==> src/slist_pkg.sv <==
// Package for the sorted list store: sizes, request and status codes,
// word types of both channels and the cell link types. No dependencies.
package slist_pkg;

  localparam int LIST_DEPTH = 16;
  localparam int CNT_W      = $clog2(LIST_DEPTH + 1);
  localparam int VAL_W      = 32;

  localparam logic [1:0] REQ_INSERT = 2'd0;
  localparam logic [1:0] REQ_SEARCH = 2'd1;
  localparam logic [1:0] REQ_REMOVE = 2'd2;

  localparam logic [1:0] ST_OK    = 2'd0;
  localparam logic [1:0] ST_FULL  = 2'd1;
  localparam logic [1:0] ST_EMPTY = 2'd2;

  typedef struct packed {
    logic [1:0]              req_type;
    logic signed [VAL_W-1:0] value;
  } req_t;

  typedef struct packed {
    logic                    found;
    logic signed [VAL_W-1:0] removed_value;
    logic [4:0]              entry_count;
    logic [1:0]              status;
  } rsp_t;

  // broadcast from the controller to every cell
  typedef struct packed {
    logic                    ins_en;
    logic signed [VAL_W-1:0] key;
  } cell_cmd_t;

  // per-cell position flags, derived from the fill count
  typedef struct packed {
    logic occ;
    logic last;
  } cell_pos_t;

  // handed from a cell to its right neighbor
  typedef struct packed {
    logic                    shift;
    logic signed [VAL_W-1:0] data;
  } cell_link_t;

endpackage

==> src/slist_cell.sv <==
// One compare-and-shift cell of the sorted list row.
// Depends on slist_pkg.
module slist_cell import slist_pkg::*; (
  input  logic                    clk,
  input  cell_cmd_t               cmd,
  input  cell_pos_t               pos,
  input  cell_link_t              link_in,
  output cell_link_t              link_out,
  output logic                    hit,
  output logic signed [VAL_W-1:0] pop_data
);

  logic signed [VAL_W-1:0] entry;

  // this cell and everything to its right moves for the new key
  assign link_out.shift = !pos.occ || (entry >= cmd.key);
  assign link_out.data  = entry;

  assign hit      = pos.occ && (entry == cmd.key);
  assign pop_data = pos.last ? entry : '0;

  always_ff @(posedge clk) begin
    if (cmd.ins_en) begin
      if (link_in.shift) begin
        entry <= link_in.data;
      end else if (link_out.shift) begin
        entry <= cmd.key;
      end
    end
  end

endmodule

==> src/sorted_list_insert_search_pop.sv <==
// Top level of the sorted list store: controller, fill count and result
// register around a row of slist_cell instances. Depends on slist_pkg.
//
// Usage:
//   Requests enter on req (req_valid/req_ready), one word per request:
//   insert, search or remove-largest, with a signed 32-bit value.
//   Every request yields exactly one response word on rsp
//   (rsp_valid/rsp_ready) carrying found, removed_value, entry_count
//   and status (ok, insert dropped on full, remove on empty).
//   rsp_valid rises in the cycle after acceptance. The row of cells
//   compares and shifts all entries in the accept cycle, so one request
//   is taken per cycle as long as the response side keeps up.
//   The response register frees in the cycle it is taken, so req_ready
//   is high whenever rsp is empty or being taken this cycle. If the
//   receiver stalls, the response holds and req_ready drops until it
//   is taken.
//   A request code of 3 is a no-op that reports the current count.
//   Synchronous reset empties the list (count to zero) and clears
//   rsp_valid; entry storage is not cleared and is never read unwritten.
module sorted_list_insert_search_pop import slist_pkg::*; (
  input  logic clk,
  input  logic rst,
  input  logic req_valid,
  output logic req_ready,
  input  req_t req,
  output logic rsp_valid,
  input  logic rsp_ready,
  output rsp_t rsp
);

  logic [CNT_W-1:0] count;
  logic [CNT_W-1:0] count_next;
  rsp_t             rsp_next;

  logic req_fire;
  logic full;
  logic empty;
  logic any_hit;
  logic signed [VAL_W-1:0] last_val;

  cell_cmd_t               cmd;
  cell_pos_t               pos  [LIST_DEPTH];
  cell_link_t              link [LIST_DEPTH+1];
  logic [LIST_DEPTH-1:0]   hits;
  logic signed [VAL_W-1:0] pops [LIST_DEPTH];

  assign req_ready = !rsp_valid || rsp_ready;
  assign req_fire  = req_valid && req_ready;
  assign full      = (count == CNT_W'(LIST_DEPTH));
  assign empty     = (count == '0);

  assign cmd.ins_en = req_fire && (req.req_type == REQ_INSERT) && !full;
  assign cmd.key    = req.value;

  assign link[0].shift = 1'b0;
  assign link[0].data  = '0;

  for (genvar i = 0; i < LIST_DEPTH; i++) begin : g_cell
    assign pos[i].occ  = (count > CNT_W'(i));
    assign pos[i].last = (count == CNT_W'(i + 1));

    slist_cell u_cell (
      .clk      (clk),
      .cmd      (cmd),
      .pos      (pos[i]),
      .link_in  (link[i]),
      .link_out (link[i+1]),
      .hit      (hits[i]),
      .pop_data (pops[i])
    );
  end

  assign any_hit = |hits;

  always_comb begin
    last_val = '0;
    for (int i = 0; i < LIST_DEPTH; i++) begin
      last_val = last_val | pops[i];
    end
  end

  always_comb begin
    count_next             = count;
    rsp_next.found         = 1'b0;
    rsp_next.removed_value = '0;
    rsp_next.status        = ST_OK;
    case (req.req_type)
      REQ_INSERT: begin
        if (full) begin
          rsp_next.status = ST_FULL;
        end else begin
          count_next = count + 1'b1;
        end
      end
      REQ_SEARCH: begin
        rsp_next.found = any_hit;
      end
      REQ_REMOVE: begin
        if (empty) begin
          rsp_next.status = ST_EMPTY;
        end else begin
          count_next             = count - 1'b1;
          rsp_next.removed_value = last_val;
        end
      end
      default: begin
      end
    endcase
    rsp_next.entry_count = 5'(count_next);
  end

  always_ff @(posedge clk) begin
    if (rst) begin
      count     <= '0;
      rsp_valid <= 1'b0;
    end else begin
      if (req_fire) begin
        count     <= count_next;
        rsp_valid <= 1'b1;
      end else if (rsp_ready) begin
        rsp_valid <= 1'b0;
      end
    end
  end

  always_ff @(posedge clk) begin
    if (req_fire) begin
      rsp <= rsp_next;
    end
  end

  a_count_range: assert property (@(posedge clk) disable iff (rst)
    count <= CNT_W'(LIST_DEPTH))
    else $error("fill count beyond depth");

  a_full_drop: assert property (@(posedge clk) disable iff (rst)
    req_fire && (req.req_type == REQ_INSERT) && full
    |=> (rsp.status == ST_FULL) && (count == $past(count)))
    else $error("insert on full store changed the count");

  a_pop_count: assert property (@(posedge clk) disable iff (rst)
    req_fire && (req.req_type == REQ_REMOVE) && !empty
    |=> (count == $past(count) - 1'b1) && (rsp.status == ST_OK))
    else $error("remove did not shrink the list");

  a_search_stable: assert property (@(posedge clk) disable iff (rst)
    req_fire && (req.req_type == REQ_SEARCH) |=> $stable(count))
    else $error("search changed the count");

  for (genvar i = 0; i + 1 < LIST_DEPTH; i++) begin : g_chk
    a_sorted: assert property (@(posedge clk) disable iff (rst)
      pos[i+1].occ |-> (link[i+1].data <= link[i+2].data))
      else $error("list out of order");
  end

endmodule
==> config.mk <==
export PLATFORM = sky130hd
export DESIGN_NAME = sorted_list_insert_search_pop
export DESIGN_NICKNAME = d
export VERILOG_FILES = /design/src/slist_pkg.sv /design/src/slist_cell.sv /design/src/sorted_list_insert_search_pop.sv
export SDC_FILE = /design/constraint.sdc
export NUM_CORES = 2
export LEC_CHECK = 0
export ABC_AREA = 0
export BUFFER_PORTS_ARGS = -buffer_cell sky130_fd_sc_hd__buf_2
export CAP_MARGIN = 20
export CELL_PAD_IN_SITES_DETAIL_PLACEMENT = 2
export CELL_PAD_IN_SITES_GLOBAL_PLACEMENT = 2
export CORE_MARGIN = 2
export CORE_UTILIZATION = 49
export DETAILED_ROUTE_END_ITERATION = 16
export GPL_TIMING_DRIVEN = 0
export PLACE_DENSITY = 0.95
export SYNTH_ARGS = -nofsm -noshare
export SYNTH_HDL_FRONTEND = slang
export SYNTH_SLANG_ARGS = --single-unit
==> constraint.sdc <==
create_clock -name clk -period 13.15 [get_ports clk]
set_clock_uncertainty 0.2 [all_clocks]
set_input_delay 1.9725 -clock clk [delete_from_list [all_inputs] [get_ports clk]]
set_output_delay 1.9725 -clock clk [all_outputs]
set_load 0.03 [all_outputs]
==> results of run 1 <==
==> cells in the mapped netlist (23+ instances only) <==
cell type / n / area (sq um)
o21a_1: 23 / 173
a21oi_1: 237 / 1190
nor4_1: 26 / 163
a22oi_1: 136 / 1020
ha_1: 518 / 6480
a222oi_1: 64 / 641
o21ai_0: 79 / 395
buf_2: 32 / 160
inv_1: 67 / 251
nand3_1: 70 / 350
nor2b_1: 31 / 194
nor3_1: 24 / 120
clkbuf_1: 100 / 375
edfxtp_1: 552 / 16600
mux2_2: 412 / 4640
nand4_1: 112 / 701
nor2_1: 56 / 210
a21o_1: 45 / 338
mux2_4: 56 / 841
nand2_1: 142 / 533
==> cell families after synthesis <==
group / count (synthesis) / share of synthesized area, %
AOI/OAI and AO/OA: 751 / 13.6
muxes: 484 / 14.9
xor gates and xnor gates: 4 / 0.0925
adders and majority gates: 518 / 17.1
and+or+nand+nor: 542 / 7.57
DFF: 558 / 44.1
buffers and inverters: 222 / 2.62
==> layer usage <==
| metal | GRT overflow | track usage (%) |
|---|---|---|
| met5 | 0 | 54.2 |
| met4 | 6 | 73.6 |
| met3 | 2 | 68.4 |
| met2 | 14 | 90.2 |
| met1 | 0 | 78.4 |
==> through the flow <==
stage | hold slack, ps | instance area [sq um] | util, % | setup slack (ps) | std cells
after floorplan | 359 | 37900 | - | 6400 | 3079
after global placement | 311 | 39600 | 51.9 | 932 | 4187
after detailed placement | 414 | 41100 | 54.0 | 4400 | 4262
after CTS | 433 | 43200 | 56.7 | 5020 | 4379
==> metrics.yaml, run 1 <==
outcome: "aborted with a tool error"
lastStage: "5_1_grt"
error_line: "[ERROR GRT-0232] Routing congestion too high. Check the congestion heatmap in the GUI."
synth_ff_type: "edfxtp_1"
synth_cell_types: 71
netlist_area_sq_um: 37900
async_flop_share_pct: 0
cts_htree_levels: 3
seq_area_frac_synth_pct: 44.1
synth_edf_count: 552
io_pins: 80
overflow: 22
gp_routability_congestion: 1.13
port_buffers: 78
cts_buffer_depth: 3
hpwl_um: 169000
dieHeight_um: 282
ys_seq_elements: 558
cts_sinks: 558
syn_avg_cell_area_sq_um: 12.3
dieWidth_um: 282
cts_resized: 0
grt.total_usage_pct: 78.3
numCtsBuffers: 67
syn-instance-count: 3079
rows: 101
holdBufCountCts: 0
initial_core_util_pct: 49.7
grt_max_degree: 32
syn_nets: 3635
clock-root-buffer: "clkbuf_16"
yosys_warnings: 0
postCtsSetupBuffers: 0
==> inputs of run 2 (changes only) <==
--- a/config.mk
+++ b/config.mk
@@ -8,13 +8,11 @@
 export ABC_AREA = 0
 export BUFFER_PORTS_ARGS = -buffer_cell sky130_fd_sc_hd__buf_2
 export CAP_MARGIN = 20
-export CELL_PAD_IN_SITES_DETAIL_PLACEMENT = 2
-export CELL_PAD_IN_SITES_GLOBAL_PLACEMENT = 2
 export CORE_MARGIN = 2
-export CORE_UTILIZATION = 49
+export CORE_UTILIZATION = 40
 export DETAILED_ROUTE_END_ITERATION = 16
 export GPL_TIMING_DRIVEN = 0
-export PLACE_DENSITY = 0.95
+export PLACE_DENSITY_LB_ADDON = 0.15
 export SYNTH_ARGS = -nofsm -noshare
 export SYNTH_HDL_FRONTEND = slang
 export SYNTH_SLANG_ARGS = --single-unit
==> run 2 against run 1 <==
The flow now finishes without violations. Area after synthesis stayed put. Synthesized cell count stayed put.
==> metrics.yaml, run 2 <==
synthTopCellsByCount: "edfxtp_1 (552), ha_1 (518), mux2_2 (412)"
clkTransAtPathRegs_ps: 60
setup_violations: 0
syn_avg_cell_area_sq_um: 12.3
dieArea_sq_um: 97200
rsz0062_at_grt: "false"
cts_htree_levels: 3
port_buffers: 78
synth_ff_type: "edfxtp_1"
drt_wl_total_um: 185000
hp-start: "rsp_valid"
wl_per_cell_um: 40.1
syn_nets: 3635
final.fill_count: 8529
holdBufCountCts: 0
grt_pass1_vias: 30300
viasPerCell: 6.92
r2r_cells: 12
layout-drive-gt1-share_pct: 24.5
cts_tree: "built"
final_nets: 3863
grt.total_usage_pct: 37.2
cp.required_ps: 13310
grt_max_degree: 31
firstDrtPassIters: 9
overflow: 0
hpwl_um: 143000
synth.top_cell.area_share_pct: 43.7
cts_resized: 0
via_count: 32000
largest_reg_flops: 512
power_uw: 4790
powerDensity_nw_per_um2: 110
drtAntennaViolNets: 0
yosysMostFrequentCell: "edfxtp_1"
finalMaxSlewViolations: 0
min_period_ps: 7850
clock-root-buffer: "clkbuf_16"
yosysTopAreaCell: "edfxtp_1"
path_class: "in -> reg"
dieHeight_um: 312
netlist_area_sq_um: 37900
final_cell_mix: "edfxtp_1 (552), ha_1 (518), mux2_2 (412)"
timing.slew.headroom_pct: 8.57
r2r-end: "rsp[37]"
endpoint_kind: "flop"
synth_cell_types: 71
cts_buffer_depth: 3
regMostFlops: "g_cell.u_cell.entry"
numCtsBuffers: 73
layout_commonest_cell: "edfxtp_1"
hold_class: "reg -> reg"
timing.final.hold_violations: 0
leakage_uw: 0.0166
yosys_warnings: 0
setup_tns_ps: 0
area_growth_syn_to_layout_pct: 15.4
dr.first_iter.drc_count: 5496
cts_sinks: 558
worstPathArrival_ps: 8020
vdd_drop_max_v: 0.0000857
startpoint_type: "input pin"
dieWidth_um: 312
hold_path_depth: 2
place_ws_ps: 4490
clock.fmax_mhz: 127
postCtsSetupBuffers: 0
grt_pass1_wl_um: 251000
core_sq_um: 93600
setup_ws_ps: 5300
seq_area_frac_synth_pct: 44.1
rows: 112
r2r_start: "count[2]"
crit_fanout: 16
clkLatencyLatePin_ps: 680
antenna_found_initial: 11
max_cap_viol_count: 0
r2r_slack_ps: 7270
initial_core_util_pct: 40.5
worstMarginPinSlew_ps: 1370
drc_errors: 0
ys_seq_elements: 558
top_regs: "g_cell.u_cell.entry (512), rsp (40), count (5)"
syn-instance-count: 3079
synth_edf_count: 552
async_flop_share_pct: 0
io_pins: 80
period_share_pct: 59.7
yosys-top-cells-area: "edfxtp_1 (44%), ha_1 (17%), mux2_2 (12%)"
gp_routability_congestion: 1.11
min_to: "rsp_valid"
outcome: "finished, final reports clean"
==> run 2: metal layers <==
layer / part of all wire, % / track usage [%] / wire (um)
met3: 13 / 11.3 / 24200
met5: 0.056 / 0 / 103
met2: 41 / 52.7 / 75500
met4: 6.9 / 22.1 / 12800
met1: 39 / 49.8 / 72700
==> run 2: worst max-delay path, stage by stage <==
cell and delay [ps]:
buf_2 200, clkbuf_1 460, inv_1 570, ha_1 520, nand4_1 470, nor4_1 1110
o21ai_0 520, a31o_2 390, and4_1 230, o211a_1 380, a21oi_4 700, buf_16 250
buf_16 180
==> run 2: power breakdown <==
| group | total (uW) | switching [uW] | internal [uW] |
|---|---|---|---|
| Combinational | 726 | 474 | 252 |
| Sequential | 2080 | 55.8 | 2020 |
| Clock | 1990 | 863 | 1130 |
| Total | 4790 | 1390 | 3400 |
==> run 2: worst max-delay path by stage <==
stage	startpoint	end	slack [ps]	cells past startpoint
after floorplan	req[19]	g_cell[11].u_cell.entry[0]	6400	12
after global placement	req[27]	g_cell[1].u_cell.entry[11]	80	13
after detailed placement	req[10]	g_cell[13].u_cell.entry[14]	4490	13
after CTS	req[10]	g_cell[12].u_cell.entry[8]	5160	13
after global routing	req[15]	g_cell[3].u_cell.entry[24]	5510	13
final	req[15]	g_cell[3].u_cell.entry[18]	5300	13
==> run 2: stage by stage <==
step,hold WS [ps],std cells,utilization [%],instance area (sq um)
3_3_place_gp,311,4411,42.6,39900
2_1_floorplan,359,3079,-,37900
6_report,319,4624,46.7,43700
4_1_cts,324,4612,46.6,43700
5_1_grt,391,4619,46.7,43700
3_5_place_dp,315,4481,44.2,41400
==> run 2: kinds of logic (layout without fill, tap and decap cells) <==
group / after synthesis / count (layout) / share of synthesized area, %
other cells: 0 / 7 / 0
mux: 484 / 484 / 14.9
fa+ha+maj: 518 / 518 / 17.1
flops: 558 / 558 / 44.1
simple gates: 542 / 542 / 7.57
xor+xnor: 4 / 4 / 0.0925
compound gates: 751 / 751 / 13.6
buf+inv: 222 / 506 / 2.62
==> run 2: layout make-up <==
class / instances / area, sq um / share of cell area, %
diodes: 7 / 17.5 / 0.0401
plain buffers: 153 / 748 / 1.71
clock buffers: 93 / 1940 / 4.44
clock inverters: 38 / 334 / 0.764
inverters: 69 / 260 / 0.595
multi-input cells: 2299 / 20400 / 46.6
flip-flops and latches: 558 / 16700 / 38.2
well taps: 1254 / 1570 / 3.59
repair buffers: 153 / 1760 / 4.03
(Power assumes the default switching activity.)
